--- src/rtl/pit_pkg.sv ---
// Package for the periodic interval timer array.
// Command codes, field widths and the control/status structs between controller and datapath.
// No dependencies.
package pit_pkg;

	localparam int NUM_TIMERS_DEF = 8;

	localparam int CMD_W  = 2;
	localparam int IDX_W  = 8;
	localparam int IVL_W  = 16;
	localparam int TICK_W = 8;

	localparam logic [CMD_W-1:0] CMD_TICK  = 2'd0;
	localparam logic [CMD_W-1:0] CMD_START = 2'd1;
	localparam logic [CMD_W-1:0] CMD_STOP  = 2'd2;
	localparam logic [CMD_W-1:0] CMD_CHECK = 2'd3;

	typedef struct packed {
		logic load;
		logic walk_rd;
		logic finish;
	} pit_ctl_t;

	typedef struct packed {
		logic is_walk;
		logic last;
	} pit_sts_t;

endpackage

--- src/rtl/pit_ctrl.sv ---
// Controller state machine of the periodic interval timer array.
// Sequences accept, timer walk and result handoff. Depends on pit_pkg.
module pit_ctrl (
	input  logic              clk,
	input  logic              arst_n,
	input  logic              cmd_valid,
	output logic              cmd_ready,
	output logic              rsp_valid,
	input  logic              rsp_ready,
	input  pit_pkg::pit_sts_t sts,
	output pit_pkg::pit_ctl_t ctl
);
	import pit_pkg::*;

	localparam logic [1:0] S_IDLE  = 2'd0;
	localparam logic [1:0] S_RUN   = 2'd1;
	localparam logic [1:0] S_DRAIN = 2'd2;
	localparam logic [1:0] S_FIN   = 2'd3;

	logic [1:0] state_q;
	logic [1:0] state_nx;
	logic       rsp_valid_q;

	assign cmd_ready = (state_q == S_IDLE);
	assign rsp_valid = rsp_valid_q;

	always_comb begin
		state_nx    = state_q;
		ctl.load    = 1'b0;
		ctl.walk_rd = 1'b0;
		ctl.finish  = 1'b0;
		case (state_q)
			S_IDLE: begin
				if (cmd_valid) begin
					ctl.load = 1'b1;
					state_nx = S_RUN;
				end
			end
			S_RUN: begin
				if (sts.is_walk) begin
					ctl.walk_rd = 1'b1;
					if (sts.last)
						state_nx = S_DRAIN;
				end else begin
					state_nx = S_FIN;
				end
			end
			S_DRAIN: state_nx = S_FIN;
			S_FIN: begin
				if (!rsp_valid_q || rsp_ready) begin
					ctl.finish = 1'b1;
					state_nx   = S_IDLE;
				end
			end
			default: state_nx = S_IDLE;
		endcase
	end

	always_ff @(posedge clk or negedge arst_n) begin
		if (!arst_n) begin
			state_q     <= S_IDLE;
			rsp_valid_q <= 1'b0;
		end else begin
			state_q <= state_nx;
			if (ctl.finish)
				rsp_valid_q <= 1'b1;
			else if (rsp_ready)
				rsp_valid_q <= 1'b0;
		end
	end

	a_load_leaves_idle: assert property (@(posedge clk) disable iff (!arst_n)
		ctl.load |=> state_q == S_RUN && !cmd_ready)
		else $error("accept did not start processing");
	a_last_to_drain: assert property (@(posedge clk) disable iff (!arst_n)
		ctl.walk_rd && sts.last |=> state_q == S_DRAIN)
		else $error("walk did not end after last timer");

endmodule

--- src/rtl/pit_dp.sv ---
// Datapath of the periodic interval timer array.
// Item register, period/remaining memory, run and expiry bits, walk pointer, result register.
// Depends on pit_pkg.
module pit_dp #(
	parameter int NUM_TIMERS = pit_pkg::NUM_TIMERS_DEF
) (
	input  logic                        clk,
	input  logic                        arst_n,
	input  logic [pit_pkg::CMD_W-1:0]   command,
	input  logic [pit_pkg::IDX_W-1:0]   index,
	input  logic [pit_pkg::IVL_W-1:0]   interval,
	input  logic [pit_pkg::TICK_W-1:0]  tick_count,
	input  pit_pkg::pit_ctl_t           ctl,
	output pit_pkg::pit_sts_t           sts,
	output logic                        expired
);
	import pit_pkg::*;

	localparam int AW = (NUM_TIMERS > 1) ? $clog2(NUM_TIMERS) : 1;
	localparam int DW = 2 * IVL_W;

	logic [CMD_W-1:0]  cmd_q;
	logic [IDX_W-1:0]  idx_q;
	logic [IVL_W-1:0]  ivl_q;
	logic [TICK_W-1:0] tcnt_q;

	logic [DW-1:0]     mem [NUM_TIMERS];
	logic [DW-1:0]     rdata_s1;
	logic [AW-1:0]     rd_ptr_q;
	logic [AW-1:0]     wr_ptr_s1;
	logic              rd_vld_s1;
	logic [NUM_TIMERS-1:0] run_q;
	logic [NUM_TIMERS-1:0] flag_q;
	logic              exp_q;

	logic              in_range;
	logic [AW-1:0]     slot;
	logic [IVL_W-1:0]  per_s1;
	logic [IVL_W-1:0]  rem_s1;
	logic              hit_s1;
	logic              walk_we;
	logic              start_we;
	logic              mem_we;
	logic [AW-1:0]     mem_wa;
	logic [DW-1:0]     mem_wd;

	assign in_range = idx_q < IDX_W'(NUM_TIMERS);
	assign slot     = idx_q[AW-1:0];
	assign per_s1   = rdata_s1[DW-1:IVL_W];
	assign rem_s1   = rdata_s1[IVL_W-1:0];
	assign hit_s1   = rem_s1 <= {{(IVL_W-TICK_W){1'b0}}, tcnt_q};
	assign walk_we  = rd_vld_s1 && run_q[wr_ptr_s1];
	assign start_we = ctl.finish && cmd_q == CMD_START && in_range;
	assign mem_we   = walk_we || start_we;

	always_comb begin
		if (walk_we) begin
			mem_wa = wr_ptr_s1;
			mem_wd = hit_s1 ? {per_s1, per_s1}
			                : {per_s1, rem_s1 - {{(IVL_W-TICK_W){1'b0}}, tcnt_q}};
		end else begin
			mem_wa = slot;
			mem_wd = {ivl_q, ivl_q};
		end
	end

	assign sts.is_walk = cmd_q == CMD_TICK && tcnt_q != '0;
	assign sts.last    = rd_ptr_q == AW'(NUM_TIMERS - 1);
	assign expired     = exp_q;

	always_ff @(posedge clk) begin
		if (ctl.load) begin
			cmd_q  <= command;
			idx_q  <= index;
			ivl_q  <= interval;
			tcnt_q <= tick_count;
		end
		if (mem_we)
			mem[mem_wa] <= mem_wd;
		if (ctl.walk_rd) begin
			rdata_s1  <= mem[rd_ptr_q];
			wr_ptr_s1 <= rd_ptr_q;
		end
		if (ctl.finish)
			exp_q <= cmd_q == CMD_CHECK && in_range && flag_q[slot];
	end

	always_ff @(posedge clk or negedge arst_n) begin
		if (!arst_n) begin
			rd_ptr_q  <= '0;
			rd_vld_s1 <= 1'b0;
			run_q     <= '0;
			flag_q    <= '0;
		end else begin
			rd_vld_s1 <= ctl.walk_rd;
			if (ctl.load)
				rd_ptr_q <= '0;
			else if (ctl.walk_rd)
				rd_ptr_q <= rd_ptr_q + AW'(1);
			if (walk_we && hit_s1)
				flag_q[wr_ptr_s1] <= 1'b1;
			if (ctl.finish && in_range) begin
				case (cmd_q)
					CMD_START: begin
						run_q[slot]  <= ivl_q != '0;
						flag_q[slot] <= 1'b0;
					end
					CMD_STOP:  run_q[slot]  <= 1'b0;
					CMD_CHECK: flag_q[slot] <= 1'b0;
					default: ;
				endcase
			end
		end
	end

	a_walk_in_bounds: assert property (@(posedge clk) disable iff (!arst_n)
		ctl.walk_rd |-> rd_ptr_q <= AW'(NUM_TIMERS - 1))
		else $error("walk pointer past last timer");
	a_no_write_clash: assert property (@(posedge clk) disable iff (!arst_n)
		ctl.finish |-> !rd_vld_s1)
		else $error("command update overlaps walk write-back");

endmodule

--- src/rtl/periodic_interval_timer_array.sv ---
// Top level of the periodic interval timer array: controller plus datapath.
// Depends on pit_pkg, pit_ctrl and pit_dp.
//
//  channel | handshake             | payload
//  --------+-----------------------+-----------------------------------------
//  cmd     | cmd_valid / cmd_ready | command, index, interval, tick_count
//  rsp     | rsp_valid / rsp_ready | expired
//
// A tick with nonzero tick_count walks the timers one per cycle through the single memory
// read port, then the drain state waits for the last write-back before the result is
// handed off. Start, stop, check and zero ticks skip the walk.
// Reset clears run and expiry bits at once; the memory needs no clearing pass.
// A result held in the output register stalls only the completion of the next transaction.
module periodic_interval_timer_array #(
	parameter int NUM_TIMERS = pit_pkg::NUM_TIMERS_DEF
) (
	input  logic                        clk,
	input  logic                        arst_n,
	input  logic                        cmd_valid,
	output logic                        cmd_ready,
	input  logic [pit_pkg::CMD_W-1:0]   command,
	input  logic [pit_pkg::IDX_W-1:0]   index,
	input  logic [pit_pkg::IVL_W-1:0]   interval,
	input  logic [pit_pkg::TICK_W-1:0]  tick_count,
	output logic                        rsp_valid,
	input  logic                        rsp_ready,
	output logic                        expired
);
	import pit_pkg::*;

	pit_ctl_t ctl;
	pit_sts_t sts;

	pit_ctrl u_ctrl (
		.clk       (clk),
		.arst_n    (arst_n),
		.cmd_valid (cmd_valid),
		.cmd_ready (cmd_ready),
		.rsp_valid (rsp_valid),
		.rsp_ready (rsp_ready),
		.sts       (sts),
		.ctl       (ctl)
	);

	pit_dp #(
		.NUM_TIMERS (NUM_TIMERS)
	) u_dp (
		.clk        (clk),
		.arst_n     (arst_n),
		.command    (command),
		.index      (index),
		.interval   (interval),
		.tick_count (tick_count),
		.ctl        (ctl),
		.sts        (sts),
		.expired    (expired)
	);

endmodule

--- config.mk ---
export PLATFORM = sky130hd
export DESIGN_NAME = periodic_interval_timer_array
export DESIGN_NICKNAME = d
export VERILOG_FILES = /design/src/rtl/pit_pkg.sv /design/src/rtl/pit_ctrl.sv /design/src/rtl/pit_dp.sv /design/src/rtl/periodic_interval_timer_array.sv
export SDC_FILE = /design/constraint.sdc
export NUM_CORES = 1
export LEC_CHECK = 0
export BUFFER_PORTS_ARGS = -buffer_cell sky130_fd_sc_hd__buf_2
export CORE_ASPECT_RATIO = 1.2
export CORE_UTILIZATION = 40
export DETAILED_ROUTE_END_ITERATION = 7
export PLACE_DENSITY = 0.57
export SKIP_CTS_REPAIR_TIMING = 1
export SLEW_MARGIN = 20
export SYNTH_ARGS = -nofsm -noshare
export SYNTH_HDL_FRONTEND = slang
export SYNTH_SLANG_ARGS = --single-unit
--- constraint.sdc ---
create_clock -name clk -period 4.75 [get_ports clk]
set_clock_uncertainty 0.05 [all_clocks]
set_input_delay 0.2375 -clock clk [delete_from_list [all_inputs] [get_ports clk]]
set_output_delay 0.2375 -clock clk [all_outputs]
set_load 0.01 [all_outputs]
# Yosys cells after proc, flatten, opt, wreduce, memory -nomap -nowiden
# Memory sizes are Yosys's and may differ from the RTL's. A register that Yosys moved wholly into a read port is not among the register bits.
# Index checks and enable logic that the tools add are counted.
# word_totals
reg_bits	61
output_inout_bits	3
in_bits	38
mem_count	1
mem_bits_rw	256
# mem_list
name	depth	word_bits	read_ports	rd_ports_with_merged_regs	write_ports	line	text
u_dp.mem	8	32	1	1	1	pit_dp.sv:27	logic [DW-1:0] mem [NUM_TIMERS];
# classes
n_addsub	2
reduce_logical	23
order_cmp	6
mux	33
n_eq_ne	10
n_bitwise	4
# op_table
op	count
two-way mux 32 bit	1
two-way mux 8 bit	3
bitwise AND 8 bit	2
less-or-equal comparator 16 x 8 -> 1 bit	1
two-way mux 16 bit	1
case mux 8 bit (2 select lines)	1
nonzero test 16 bit	1
subtractor 16 x 8 -> 16 bit	1
two-way mux 1 bit	14
logical AND 1 bit	10
two-way mux 3 bit	3
bitwise mux 8 bit	1
equality test 2 bit, second input constant	4
less-than comparator 3 x 4 -> 1 bit, second input constant	2
less-than comparator 8 x 4 -> 1 bit, second input constant	1
two-way mux 2 bit	4
NOT 8 bit	1
bitwise OR 8 bit	1
case mux 2 bit (4 select lines)	1
nonzero test 8 bit	1
binary-select mux 1 bit (select 3 bit)	2
demux 1 bit (select 3 bit)	2
>= comparator 3 x 1 -> 1 bit, second input constant	2
nonzero test 2 bit	3
other kinds (12)	15

# Longest topological paths before layout
# logic_depth
ltp_word	9
ltp_mapped	10

# By module
# A second synthesis with hierarchy kept.
# hier_totals
cells_unflattened	772
hier_area_um2	14172.3
# by_module_without_submodules
mod	cells_per_inst	instances	area_each_um2
pit_dp	750	1	13957.1
pit_ctrl	22	1	215.2

# Least setup slack after synthesis
# Ideal clock, no wire load.
# synth_path
path_kind	register to register
from	register u_dp.idx_q[4]
to	memory u_dp.mem[7][0] (netlist name), enable pin
path_stages_with_launch	7
arrival_time_ns	2.910
setup_time_ns	0.421
slack_ns	1.369
path_cell_list	edfxtp_1 or4_4 nor4b_4 nand2_1 nor3b_2 a21oi_2 nor2_1
# synth_between
elab_chain_len	5
# synth_lines
item	line	text
from (decl)	pit_dp.sv:23	logic [IDX_W-1:0] idx_q;
from (signal assigned)	pit_dp.sv:74	idx_q <= index;
less-than comparator 8 x 4 -> 1 bit	pit_dp.sv:47	assign in_range = idx_q < IDX_W'(NUM_TIMERS);
logical AND 1 bit	pit_dp.sv:53	assign start_we = ctl.finish && cmd_q == CMD_START && in_range;
logical OR 1 bit	pit_dp.sv:54	assign mem_we = walk_we || start_we;
two-way mux 1 bit	pit_dp.sv:78	if (mem_we)
two-way mux 1 bit (not written as such)	pit_dp.sv:79	mem[mem_wa] <= mem_wd;
to (decl)	pit_dp.sv:27	
# No other way between the ends.

# Worst setup path after layout
# layout_path
from	register u_dp.tcnt_q[0]
to	memory u_dp.mem[3][11] (netlist name), data pin
# layout_between
elab_chain_len	3
# layout_lines
item	line	text
from (decl)	pit_dp.sv:25	logic [TICK_W-1:0] tcnt_q;
from (signal assigned)	pit_dp.sv:76	tcnt_q <= tick_count;
subtractor 16 x 8 -> 16 bit or less-or-equal comparator 16 x 8 -> 1 bit (tied branches)	pit_dp.sv:60, pit_dp.sv:51	
two-way mux 16 bit (*)	pit_dp.sv:59	mem_wd = hit_s1 ? {per_s1, per_s1}
two-way mux 32 bit (*)	pit_dp.sv:57	if (walk_we) begin
net u_dp.mem_wd[11]	pit_dp.sv:45	logic [DW-1:0] mem_wd;
# Mark *: on every way through the listed nets, which the timed path passes. The rest lies on a longest branch.

==> run_results.csv <==
group,metric,value,unit
global_route,overflow,0,
finish,layout_common_cells,"edfxtp_1, nand2_1, mux4_2",
floorplan,io_pins,41,
power,ir_drop,0.278,mV
clock_network,clock_path_buffers,3,
placed_design,gp_congestion,0.814,
clock_network,h-tree-depth,2,
finish,final_common_cell,"edfxtp_1",
worst_setup_path,cp_max_fo,15,
timing,finalWorstSetupSlack,1.02,ns
floorplan,die_w,175,um
power,p_per_area,494,nW/um^2
worst_setup_path,max_stage_delay,0.78,ns
synth,ys_types,61,
worst_hold_path,hold_class,"in -> async",
worst_setup_path,crit_arrival,3.88,ns
floorplan,num_rows,75,
synth,synth_seq_area_share,0.725,
clock_network,cts_root_buf,"clkbuf_16",
global_route,grt_antenna_before_repair,1,
global_route,grt_pass1_vias,7600,
synth,synth_top_area_frac,0.685,
placed_design,io_buffer_count,40,
worst_setup_path,slowest_stage,"a211oi_1",
worst_setup_path,reg2reg_depth,9,
finish,drive_above_1_share,0.254,
power,p_sw,2.09,mW
synth,yosys.area.top_type,"edfxtp_1",
global_route,grt_max_degree,49,
floorplan,die-area,36500,sq um
clock_network,numCtsBuffers,37,
synth,yosys.area_share.simple,0.0582,
power,p_clk_frac,0.354,
floorplan,initial_core_util,0.407,
power,p_int,6.16,mW
worst_setup_path,reg2reg_slack,1.02,ns
worst_setup_path,cpLargestDelayFamily,"compound AO/OA/AOI/OAI gates",
detailed_routing,drtPass1Iterations,5,
synth,synth_top_family_by_area,"multiplexers",
worst_setup_path,endpoint_kind,"register",
timing,worst_pin_slew,1.06,ns
power,sequentialPowerShare,0.474,
timing,hold_violations,0,
finish,final_nets,946,
synth,ys_top_cells_by_area,"edfxtp_1, mux4_2, dfrtp_1",
timing,setup_violations,0,
run_status,status,"finished, final reports clean",
worst_setup_path,cp-start-kind,"register",
synth,synth-edff-count,326,
flow_run,maxCapViolations,0,
detailed_routing,drtAntennaViolNets,0,
timing,slew_violations,0,
detailed_routing,via_count,7320,
synth,synth-xor-area-share,0.00735,
clock_network,worstSkewPairLatency,0.53,ns
synth,ys_async_sr_fraction,0.0659,
power,comb_power_share,0.172,
synth,synthAdderAreaFrac,0.0163,
clock_network,cts_sinks,349,
detailed_routing,drc,0,
global_route,grt_use_total,0.174,
timing,max_freq,268,MHz
clock_network,clkTransAtPathRegs,0.06,ns
power,p_leak,5.52,nW
synth,netlist_instances,790,
timing,slew_headroom,0.293,
worst_setup_path,path_buf_inv,1,
finish,fillers,2967,
synth,synth.area.mux_share,0.133,
synth,synth-compound-area-share,0.0428,
floorplan,fp.coreArea,35100,sq um
worst_setup_path,required,4.90,ns
worst_setup_path,crit_type,"reg -> reg",
worst_setup_path,r2r-end,"u_dp.mem[3][11]$_DFFE_PP_",
clock_network,cts_tree,"yes",
finish,area_growth,16.8,%
placed_design,dp_hpwl,18500,um
power,swShare,0.253,
detailed_routing,wl_per_cell,22.3,um
detailed_routing,viasPerCell,5.31,
synth,netlist_area,14300,sq um
worst_setup_path,path_cells,"ha_1 -> fa_1 -> nand2b_1 -> a21oi_1 -> o2bb2ai_2 -> o21ai_2 -> buf_4 -> nor3_1 -> a211oi_1",
synth,synth_ff_type,"edfxtp_1",
timing,rsz0062_at_grt,"no",
worst_setup_path,r2r_start,"u_dp.tcnt_q[0]$_DFFE_PP_",
timing,finalCriticalPeriod,3.73,ns
synth,ys_seq_elements,349,
timing,period_share,0.785,
worst_setup_path,worstSetupStartpoint,"u_dp.tcnt_q[0]$_DFFE_PP_",
placed_design,place_ws,1.08,ns
synth,syn-num-nets,846,
floorplan,dieHeight,209,um
synth,yosysWarnings,0,
global_route,grt_pass1_wl,46800,um
detailed_routing,wirelength,30800,um
detailed_routing,drtIter0Drc,542,
synth,avgSynthCellArea,18.1,sq um
timing,tns,0,ns
==> power groups by stage <==
stage	combinational [mW]	clock, mW	sequential, mW
after global placement	1.41	0	3.99
after global routing	1.56	3.10	3.95
final	1.42	2.92	3.91
after CTS	1.43	2.98	3.93
after detailed placement	1.42	0	3.99
after floorplan	1.23	0	3.75
==> area by class of cell <==
class,count,area (sq um),share of cell area
flip-flops and latches,349,10400,0.621
multi-input cells,391,3750,0.224
clock buffers,44,995,0.0596
repair buffers,93,701,0.0420
well taps,462,578,0.0346
clock inverters,21,231,0.0139
inverters,18,67.6,0.00405
diodes,1,2.50,0.000150
==> registers in the layout, indices dropped and copies added (netlist names) <==
signal	count
u_dp.mem	256
u_dp.rdata_s1	32
u_dp.ivl_q	16
u_dp.flag_q	8
u_dp.idx_q	8
u_dp.run_q	8
u_dp.tcnt_q	8
u_dp.rd_ptr_q	3
u_dp.wr_ptr_s1	3
u_ctrl.state_q	2
u_dp.cmd_q	2
u_ctrl.rsp_valid	1
u_dp.expired	1
u_dp.rd_vld_s1	1
==> routing by layer <==
metal  part of all wire  track usage  wire length, um  vias up
li1                   -            -                -     3349
met1               0.45        0.235            13700     3753
met2               0.49        0.286            15100      160
met3              0.036       0.0273             1110       58
met4              0.029       0.0624              878        0
met5                  0            0                0        -
==> through the flow <==
stage | hold WS, ns | total power, mW | area [sq um] | util | instances
after detailed placement | 0.209 | 5.41 | 15100 | 0.430 | 1277
after floorplan | -0.108 | 4.98 | 14300 | - | 790
final | 0.180 | 8.25 | 16700 | 0.476 | 1379
after global routing | 0.227 | 8.61 | 16700 | 0.476 | 1378
after CTS | -0.360 | 8.34 | 16300 | 0.465 | 1342
after global placement | 0.208 | 5.40 | 15100 | 0.430 | 1277
==> cell usage after synthesis (6+ instances only) <==
cell	instances
a21oi_1	17
mux2i_1	9
nand2b_1	9
mux4_2	64
ha_1	17
mux2_2	33
nor3_1	11
dfrtp_1	23
nand2_1	65
o21ai_0	33
o22a_1	6
inv_1	18
nor4_1	11
xor2_1	7
edfxtp_1	326
nor2b_1	7
nand3b_1	6
buf_2	11
nor2_1	31
nand3_1	6
clkbuf_1	12
==> cell families (layout without fill, tap and decap cells) <==
kind of cell	after synthesis	count (layout)
other	0	1
AND/OR/NAND/NOR	165	165
adder cells (fa/ha/maj)	18	18
multiplexers	106	106
AO/OA/AOI/OAI	90	90
flip-flops	349	349
XOR/XNOR	12	12
buffers and inverters	50	176
==> worst max path at each step <==
stage                           endpoint  slack (ns)  cells past startpoint
6_report       u_dp.mem[3][11]$_DFFE_PP_        1.02                      9
2_1_floorplan   u_dp.mem[7][0]$_DFFE_PP_        1.37                      6
3_5_place_dp   u_dp.mem[7][10]$_DFFE_PP_        1.08                      9
3_3_place_gp    u_dp.mem[6][1]$_DFFE_PP_        1.26                      6
4_1_cts        u_dp.mem[0][10]$_DFFE_PP_        1.06                      9
5_1_grt        u_dp.mem[4][10]$_DFFE_PP_        0.75                      9
(Power assumes the default switching activity.)
